<file path="config.mk">
export PLATFORM = sky130hd
export DESIGN_NAME = software_timer_bank
export DESIGN_NICKNAME = d
export VERILOG_FILES = /design/src/hw/rtl/stb_pkg.sv /design/src/hw/rtl/stb_ctrl.sv /design/src/hw/rtl/stb_dp.sv /design/src/hw/rtl/software_timer_bank.sv
export SDC_FILE = /design/constraint.sdc
export NUM_CORES = 2
export LEC_CHECK = 0
export BUFFER_PORTS_ARGS = -buffer_cell sky130_fd_sc_hd__buf_2
export CAP_MARGIN = 20
export CORE_MARGIN = 5
export CORE_UTILIZATION = 50
export DETAILED_ROUTE_END_ITERATION = 16
export PLACE_DENSITY = 0.66
export SYNTH_ARGS = -nofsm -noshare
export SYNTH_HDL_FRONTEND = slang
export SYNTH_SLANG_ARGS = --single-unit
</file>
<file path="constraint.sdc">
create_clock -name clk_i -period 14.9 [get_ports clk_i]
set_clock_uncertainty 0.1 [all_clocks]
set_input_delay 1.49 -clock clk_i [delete_from_list [all_inputs] [get_ports clk_i]]
set_output_delay 1.49 -clock clk_i [all_outputs]
set_load 0.01 [all_outputs]
</file>
<file path="src/hw/rtl/stb_pkg.sv">
// Package for the software timer bank: sizes, command codes and the
// controller/datapath command and status types. No dependencies.
package stb_pkg;

  localparam int NUM_TIMERS = 16;
  localparam int TIDX_W     = 4;   // fixed by the timer_index field
  localparam int CNT_W      = 5;   // holds 0..NUM_TIMERS

  localparam logic [2:0] KIND_TICK   = 3'd0;
  localparam logic [2:0] KIND_SETUP  = 3'd1;
  localparam logic [2:0] KIND_START  = 3'd2;
  localparam logic [2:0] KIND_STOP   = 3'd3;
  localparam logic [2:0] KIND_CHANGE = 3'd4;
  localparam logic [2:0] KIND_QUERY  = 3'd5;

  typedef enum logic [2:0] {
    OP_NOP, OP_LOAD, OP_TICK, OP_DUE, OP_SCAN, OP_FIRE, OP_EMIT, OP_EXEC
  } dp_op_e;

  typedef struct packed {
    dp_op_e            op;
    logic              resp;   // load a command result
    logic [TIDX_W-1:0] ent;    // scan entry
  } dp_cmd_t;

  typedef struct packed {
    logic due_none;            // no due timers left to report
  } dp_stat_t;

  // Ticks left: positive signed difference of a running timer, else zero.
  function automatic logic [30:0] ticks_left(logic run, logic [31:0] exp_t,
                                             logic [31:0] now);
    logic [31:0] d;
    d = exp_t - now;
    if (!run || d == 32'd0 || d[31]) return 31'd0;
    return d[30:0];
  endfunction

endpackage

</file>
<file path="src/hw/rtl/stb_ctrl.sv">
// Controller of the software timer bank: sequences commands and tick scans.
// Depends on stb_pkg.
module stb_ctrl import stb_pkg::*; (
  input  logic     clk_i,
  input  logic     rst_ni,
  input  logic     start_i,
  input  logic [2:0] kind_i,
  input  dp_stat_t stat_i,
  output dp_cmd_t  cmd_o,
  output logic     busy_o
);

  typedef enum logic [2:0] {
    S_IDLE, S_TINC, S_DUE, S_SCAN, S_FIRE, S_EMIT, S_EXEC, S_RESP
  } state_e;

  state_e            state_q;
  logic [TIDX_W-1:0] ent_q;
  logic              last_ent;

  assign last_ent = (ent_q == TIDX_W'(NUM_TIMERS - 1));
  assign busy_o   = (state_q != S_IDLE);

  // Command decode
  always_comb begin
    cmd_o.op   = OP_NOP;
    cmd_o.resp = 1'b0;
    cmd_o.ent  = ent_q;
    case (state_q)
      S_IDLE: if (start_i) cmd_o.op = OP_LOAD;
      S_TINC: cmd_o.op = OP_TICK;
      S_DUE:  cmd_o.op = OP_DUE;
      S_SCAN: cmd_o.op = OP_SCAN;
      S_FIRE: cmd_o.op = OP_FIRE;
      S_EMIT: cmd_o.op = OP_EMIT;
      S_EXEC: cmd_o.op = OP_EXEC;
      S_RESP: cmd_o.resp = 1'b1;
      default: cmd_o.op = OP_NOP;
    endcase
  end

  // State and scan counter
  always_ff @(posedge clk_i or negedge rst_ni) begin
    if (!rst_ni) begin
      state_q <= S_IDLE;
      ent_q   <= '0;
    end else begin
      case (state_q)
        S_IDLE: begin
          ent_q <= '0;
          if (start_i) state_q <= (kind_i == KIND_TICK) ? S_TINC : S_EXEC;
        end
        S_TINC: state_q <= S_DUE;
        S_DUE: begin
          ent_q <= ent_q + 1'b1;
          if (last_ent) state_q <= S_SCAN;
        end
        S_SCAN: begin
          ent_q <= ent_q + 1'b1;
          if (last_ent) state_q <= stat_i.due_none ? S_IDLE : S_FIRE;
        end
        S_FIRE: state_q <= S_EMIT;
        S_EMIT: begin
          ent_q   <= '0;
          state_q <= stat_i.due_none ? S_IDLE : S_SCAN;
        end
        S_EXEC: state_q <= S_RESP;
        S_RESP: state_q <= S_IDLE;
        default: state_q <= S_IDLE;
      endcase
    end
  end

endmodule

</file>
<file path="src/hw/rtl/stb_dp.sv">
// Datapath of the software timer bank: timer state, due search, results.
// Depends on stb_pkg.
module stb_dp import stb_pkg::*; (
  input  logic              clk_i,
  input  logic              rst_ni,
  input  dp_cmd_t           cmd_i,
  input  logic [2:0]        kind_i,
  input  logic [TIDX_W-1:0] timer_index_i,
  input  logic [31:0]       period_i,
  input  logic              auto_reload_i,
  output dp_stat_t          stat_o,
  output logic              done_o,
  output logic [TIDX_W-1:0] timer_index_res_o,
  output logic              expired_o,
  output logic              status_o,
  output logic              running_o,
  output logic [30:0]       remaining_o,
  output logic [31:0]       period_now_o,
  output logic              last_o
);

  logic [31:0]           tick_q;
  logic [31:0]           exp_q  [NUM_TIMERS];
  logic [31:0]           per_q  [NUM_TIMERS];
  logic [NUM_TIMERS-1:0] rel_q, run_q, due_q;
  logic [CNT_W-1:0]      due_cnt_q;
  logic [TIDX_W-1:0]     best_q;
  logic [31:0]           best_late_q;
  logic                  found_q;
  logic                  st_q;

  // latched command
  logic [2:0]        kind_q;
  logic [TIDX_W-1:0] idx_q;
  logic [31:0]       pin_q;
  logic              rin_q;

  logic        idx_ok;
  logic [31:0] d_ent, late_ent;

  assign idx_ok   = ({1'b0, idx_q} < (TIDX_W + 1)'(NUM_TIMERS));
  assign d_ent    = exp_q[cmd_i.ent] - tick_q;
  assign late_ent = tick_q - exp_q[cmd_i.ent];
  assign stat_o.due_none = (due_cnt_q == '0);

  // Input latch
  always_ff @(posedge clk_i) begin
    if (cmd_i.op == OP_LOAD) begin
      kind_q <= kind_i;
      idx_q  <= timer_index_i;
      pin_q  <= period_i;
      rin_q  <= auto_reload_i;
    end
  end

  // Timer state, due tracking and command execution
  always_ff @(posedge clk_i or negedge rst_ni) begin
    if (!rst_ni) begin
      tick_q      <= '0;
      exp_q       <= '{default: '0};
      per_q       <= '{default: '0};
      rel_q       <= '0;
      run_q       <= '0;
      due_q       <= '0;
      due_cnt_q   <= '0;
      best_q      <= '0;
      best_late_q <= '0;
      found_q     <= 1'b0;
      st_q        <= 1'b0;
    end else begin
      case (cmd_i.op)
        OP_TICK: begin
          tick_q    <= tick_q + 32'd1;
          due_cnt_q <= '0;
        end
        OP_DUE: begin
          due_q[cmd_i.ent] <= run_q[cmd_i.ent] && (d_ent == 32'd0 || d_ent[31]);
          if (run_q[cmd_i.ent] && (d_ent == 32'd0 || d_ent[31]))
            due_cnt_q <= due_cnt_q + 1'b1;
        end
        OP_SCAN: begin
          // lower index wins ties: only a strictly later timer replaces
          if (cmd_i.ent == '0) found_q <= due_q[cmd_i.ent];
          if (due_q[cmd_i.ent] &&
              (cmd_i.ent == '0 || !found_q || late_ent > best_late_q)) begin
            best_q      <= cmd_i.ent;
            best_late_q <= late_ent;
            found_q     <= 1'b1;
          end
        end
        OP_FIRE: begin
          due_q[best_q] <= 1'b0;
          due_cnt_q     <= due_cnt_q - 1'b1;
          if (rel_q[best_q]) exp_q[best_q] <= tick_q + per_q[best_q];
          else               run_q[best_q] <= 1'b0;
        end
        OP_EXEC: begin
          st_q <= 1'b0;
          if (idx_ok) begin
            case (kind_q)
              KIND_SETUP: begin
                if (pin_q == 32'd0) st_q <= 1'b1;
                else begin
                  per_q[idx_q] <= pin_q;
                  rel_q[idx_q] <= rin_q;
                  exp_q[idx_q] <= '0;
                  run_q[idx_q] <= 1'b0;
                end
              end
              KIND_START: begin
                if (per_q[idx_q] == 32'd0) st_q <= 1'b1;
                else begin
                  exp_q[idx_q] <= tick_q + per_q[idx_q];
                  run_q[idx_q] <= 1'b1;
                end
              end
              KIND_STOP: run_q[idx_q] <= 1'b0;
              KIND_CHANGE: begin
                if (pin_q == 32'd0) st_q <= 1'b1;
                else begin
                  per_q[idx_q] <= pin_q;
                  if (run_q[idx_q]) exp_q[idx_q] <= tick_q + pin_q;
                end
              end
              KIND_QUERY: st_q <= 1'b0;
              default: st_q <= 1'b1;
            endcase
          end else begin
            st_q <= 1'b1;
          end
        end
        default: ;
      endcase
    end
  end

  // Result registers, one-cycle strobe
  always_ff @(posedge clk_i or negedge rst_ni) begin
    if (!rst_ni) begin
      done_o <= 1'b0;
    end else begin
      done_o <= (cmd_i.op == OP_EMIT) || cmd_i.resp;
    end
  end

  always_ff @(posedge clk_i) begin
    if (cmd_i.op == OP_EMIT) begin
      timer_index_res_o <= best_q;
      expired_o         <= 1'b1;
      status_o          <= 1'b0;
      running_o         <= run_q[best_q];
      remaining_o       <= ticks_left(run_q[best_q], exp_q[best_q], tick_q);
      period_now_o      <= per_q[best_q];
      last_o            <= (due_cnt_q == '0);
    end else if (cmd_i.resp) begin
      timer_index_res_o <= idx_q;
      expired_o         <= 1'b0;
      status_o          <= st_q;
      running_o         <= idx_ok && run_q[idx_q];
      remaining_o       <= idx_ok ? ticks_left(run_q[idx_q], exp_q[idx_q], tick_q) : '0;
      period_now_o      <= idx_ok ? per_q[idx_q] : '0;
      last_o            <= 1'b1;
    end
  end

endmodule

</file>
<file path="src/hw/rtl/software_timer_bank.sv">
// Top level of the software timer bank: controller plus datapath.
// Depends on stb_pkg, stb_ctrl, stb_dp.
//
//  channel   | handshake            | payload
//  ----------+----------------------+----------------------------------------------
//  command   | start / busy         | kind_i, timer_index_i, period_i, auto_reload_i
//  result    | done_o (1-cycle)     | timer_index_res_o, expired_o, status_o,
//            |                      | running_o, remaining_o, period_now_o, last_o
//
// A command keeps busy high through its execute and respond states; its result
// strobe is registered from the respond state. A tick steps the counter, does a
// due pass over all timers, then per expiry a search over the single timer-state
// read port, a fire and an emit (an empty search if none is due). Reset clears all
// timers and the counter. Results cannot be stalled; busy is low only when idle.
module software_timer_bank import stb_pkg::*; (
  input  logic              clk_i,
  input  logic              rst_ni,
  input  logic              start,
  output logic              busy,
  input  logic [2:0]        kind_i,
  input  logic [TIDX_W-1:0] timer_index_i,
  input  logic [31:0]       period_i,
  input  logic              auto_reload_i,
  output logic              done_o,
  output logic [TIDX_W-1:0] timer_index_res_o,
  output logic              expired_o,
  output logic              status_o,
  output logic              running_o,
  output logic [30:0]       remaining_o,
  output logic [31:0]       period_now_o,
  output logic              last_o
);

  dp_cmd_t  cmd;
  dp_stat_t stat;

  stb_ctrl u_ctrl (
    .clk_i  (clk_i),
    .rst_ni (rst_ni),
    .start_i(start),
    .kind_i (kind_i),
    .stat_i (stat),
    .cmd_o  (cmd),
    .busy_o (busy)
  );

  stb_dp u_dp (
    .clk_i            (clk_i),
    .rst_ni           (rst_ni),
    .cmd_i            (cmd),
    .kind_i           (kind_i),
    .timer_index_i    (timer_index_i),
    .period_i         (period_i),
    .auto_reload_i    (auto_reload_i),
    .stat_o           (stat),
    .done_o           (done_o),
    .timer_index_res_o(timer_index_res_o),
    .expired_o        (expired_o),
    .status_o         (status_o),
    .running_o        (running_o),
    .remaining_o      (remaining_o),
    .period_now_o     (period_now_o),
    .last_o           (last_o)
  );

  // No result in the cycle right after a transaction is accepted
  a_no_early_result: assert property (@(posedge clk_i) disable iff (!rst_ni)
    (start && !busy) |=> !done_o) else $error("result too early");

  // Command results are single and final
  a_cmd_last: assert property (@(posedge clk_i) disable iff (!rst_ni)
    (done_o && !expired_o) |-> last_o) else $error("command result not last");

  // Expiry results never carry an error
  a_exp_ok: assert property (@(posedge clk_i) disable iff (!rst_ni)
    (done_o && expired_o) |-> !status_o) else $error("expiry with error");

endmodule

</file>
==> flow_summary.ini <==
[pwr]
switchingPower_uw = 6420
power_frac_clock_pct = 24.3
p_int_uw = 9080
p_leak_uw = 0.0382
p_per_area_nw_per_um2 = 169
combPwrFrac_pct = 44.5
power_switching_share_pct = 41.4
ir_drop_mv = 0.142
p_seq_share_pct = 31.2

[clock_network]
cts_tree = done
cts_root_buf = clkbuf_16
htreeDepth = 4
clock_path_buffers = 3
clkSlewWorstSetupHoldPaths_ps = 60
clk_latency_ps = 860
post_cts_buffers = 0
cts-buffers-inserted = 145
cts_hold_buf = 0
cts.sinks = 1266
ctsResizeCount = 0

[worst_setup_path]
crit_family = compound AO/OA/AOI/OAI gates
required_ps = 15490
cpMostUsedCell = buf_4
r2r_start = u_ctrl.ent_q[0]
r2r_setup_slack_ps = 5560
cp_slowest_cell = dfrtp_4
r2r_end = u_dp.best_late_q[5]
cp.buffers_inverters = 3
r2r_cells = 25
path_max_fanout = 40
worst-setup-path-type = register to register
cp_slowest_stage_delay_ps = 860
arrival_ps = 9930
start_kind = register
end_kind = register

[floorplan]
die_width_um = 418
core_area_um2 = 165000
rows = 149
start_util_pct = 50.4
io-pin-count = 116
die_area_um2 = 175000
die_y_um = 418

[drt]
drc_errors = 0
initialDrtViolationCount = 9816
vias = 69100
first_pass_iters = 9
avgRoutedWirePerCell_um = 37.2
via_per_inst = 7.52
ant_nets = 0
drt-total-wl_um = 342000

[min_path]
worstHoldPathCells = 1
min-delay-path-class = register to register
min_from = u_dp.expired_o
hold_end = u_dp.expired_o

[logic_synthesis]
netlist_instances = 6929
synth.cell_area_um2 = 83200
synth_top_area_cell = dfrtp_1
synth_warnings = 0
yosysUniqueCellTypes = 87
ys_ff_latch = 1266
synth_commonest_cells = dfrtp_1, mux4_2, mux2_2
synth_nets = 7241
synthTopCellsByArea = dfrtp_1, mux4_2, mux2_2
syn_area_per_cell_um2 = 12.0
yosysSeqAreaShare_pct = 38.7
synth-async-reset-ratio_pct = 91.2
synth_most_common_cell = dfrtp_1
synth_edf_count = 109
synth.top_cell.area_share_pct = 34.7
synthFlopType = dfrtp_1

[global_route]
grt_max_degree = 173
grt_pass1_vias = 68100
gr-total-overflow = 0
grt_pass1_wl_um = 488000
track_usage_pct = 38.6
antenna_found_initial = 17

[layout]
syn_to_final_growth_pct = 10.2
nNetsFinal = 7181
drive_gt1_share_pct = 30.2
fill_cells = 13900

[placement]
routabilityCongestion = 1.04
preCtsSetupSlack_ps = 5590
dp_hpwl_um = 226000
io_buffers = 115

[sta]
max_slew.worst_pin.slew_ps = 1310
rsz0062_at_grt = no
setup_viol = 0
finalMaxSlewViolations = 0
hold_viol = 0
fin_tns_setup_ps = 0
clock.fmax_mhz = 107
worst_slack_ps = 5560
period_needed_ps = 9340
min_period_over_period_pct = 62.7
slew_headroom_pct = 12.9

[run]
cap_violations = 0

[run_status]
status = finished clean
[power by group through the flow]
stage,Sequential [uW],Clock [uW],Combinational (uW)
2_1_floorplan,4670,0,4490
3_3_place_gp,4810,0,6600
3_5_place_dp,4870,0,6660
4_1_cts,4810,3790,6690
5_1_grt,4910,3920,7250
6_report,4840,3770,6890
[kinds of logic after synthesis]
group                      share of synthesized area (%)
buffers and inverters                               3.43
AOI/OAI and AO/OA                                   15.0
DFF                                                 38.7
and+or+nand+nor                                     6.45
muxes                                               29.9
xor gates and xnor gates                            2.30
adders and majority gates                           4.12
[layout by cell type (no fill, tap or decap), types with 65 or more instances in the layout]
cell / count
nand3_1: 78
nor2_1: 257
inv_1: 157
dfrtp_1: 1147
a21o_1: 114
buf_4: 230
edfxtp_1: 109
a22oi_1: 225
o221ai_1: 65
o21ai_0: 369
ha_1: 262
mux2_2: 604
a21oi_1: 233
buf_2: 115
xnor2_1: 140
clkbuf_16: 146
nand2_1: 524
xor2_1: 74
a22o_1: 189
mux4_2: 800
o22ai_1: 198
[worst register-to-register path: stages (launching register included)]
cell and delay [ps]:
dfrtp_4 860, buf_4 620, buf_4 790, mux4_2 630
mux4_2 640, ha_1 720, nand4_1 290, or2_2 380
o22a_1 180, o41ai_1 110, o221ai_1 450, nor2b_1 280
o21a_1 130, nor2_1 40, xnor2_1 160, ha_1 320
nand3_1 120, nor3_1 210, and3_1 200, nand4_1 120
o21ai_0 200, a221oi_1 110, o21bai_1 210, a31oi_4 490
buf_4 420, mux2_2 400
[how the worst max path moves through the flow]
stage | from | end | slack [ps] | depth (start not counted)
floorplan | u_ctrl.ent_q[0] | u_dp.best_late_q[22] | 6790 | 28
global placement | u_ctrl.ent_q[0] | u_dp.best_q[0] | 5570 | 25
detailed placement | u_ctrl.ent_q[0] | u_dp.best_late_q[3] | 5590 | 25
CTS | u_ctrl.ent_q[0] | u_dp.best_late_q[5] | 5520 | 25
global route | u_ctrl.ent_q[0] | u_dp.best_late_q[1] | 4960 | 25
finish | u_ctrl.ent_q[0] | u_dp.best_late_q[5] | 5560 | 25
[through the flow]
step	total power [uW]	area [um2]	std cells	util, %	hold slack, ps
2_1_floorplan	9160	83200	6929	-	363
3_3_place_gp	11400	86500	8901	52.4	331
3_5_place_dp	11500	86500	8903	52.4	335
4_1_cts	15300	91400	9166	55.4	349
5_1_grt	16100	91600	9174	55.5	368
6_report	15500	91600	9185	55.5	347
[metal layers]
layer  vias up  track usage, %  part of all wire [%]
met5         -           0.601                 0.061
met3      1630            17.1                    14
met2      5369            56.0                    43
met4        12            28.5                   9.3
li1      27100               -                     -
met1     35000            45.3                    34
[sequential cells by signal, indices dropped and copies added (netlist names), 4 cells and up, named ones only]
signal / cells
u_dp.remaining_o: 31
u_dp.due_q: 16
u_dp.period_now_o: 32
u_dp.timer_index_res_o: 4
u_dp.best_late_q: 32
u_ctrl.ent_q: 4
u_dp.per_q: 512
u_dp.best_q: 4
u_dp.idx_q: 4
u_dp.due_cnt_q: 5
u_dp.tick_q: 32
u_dp.pin_q: 32
u_dp.rel_q: 16
u_dp.exp_q: 512
[layout make-up]
type	instances	area [um2]	share of cell area, %
timing repair buffer	361	2640	2.88
multi-input combinational	4937	48500	52.9
sequential	1266	32200	35.2
inverter	158	593	0.647
tap	2189	2740	2.99
clock inverter	68	867	0.946
clock buffer	195	4050	4.42
antenna	11	27.5	0.0300
Note: power is estimated with default switching activity, not from simulation.
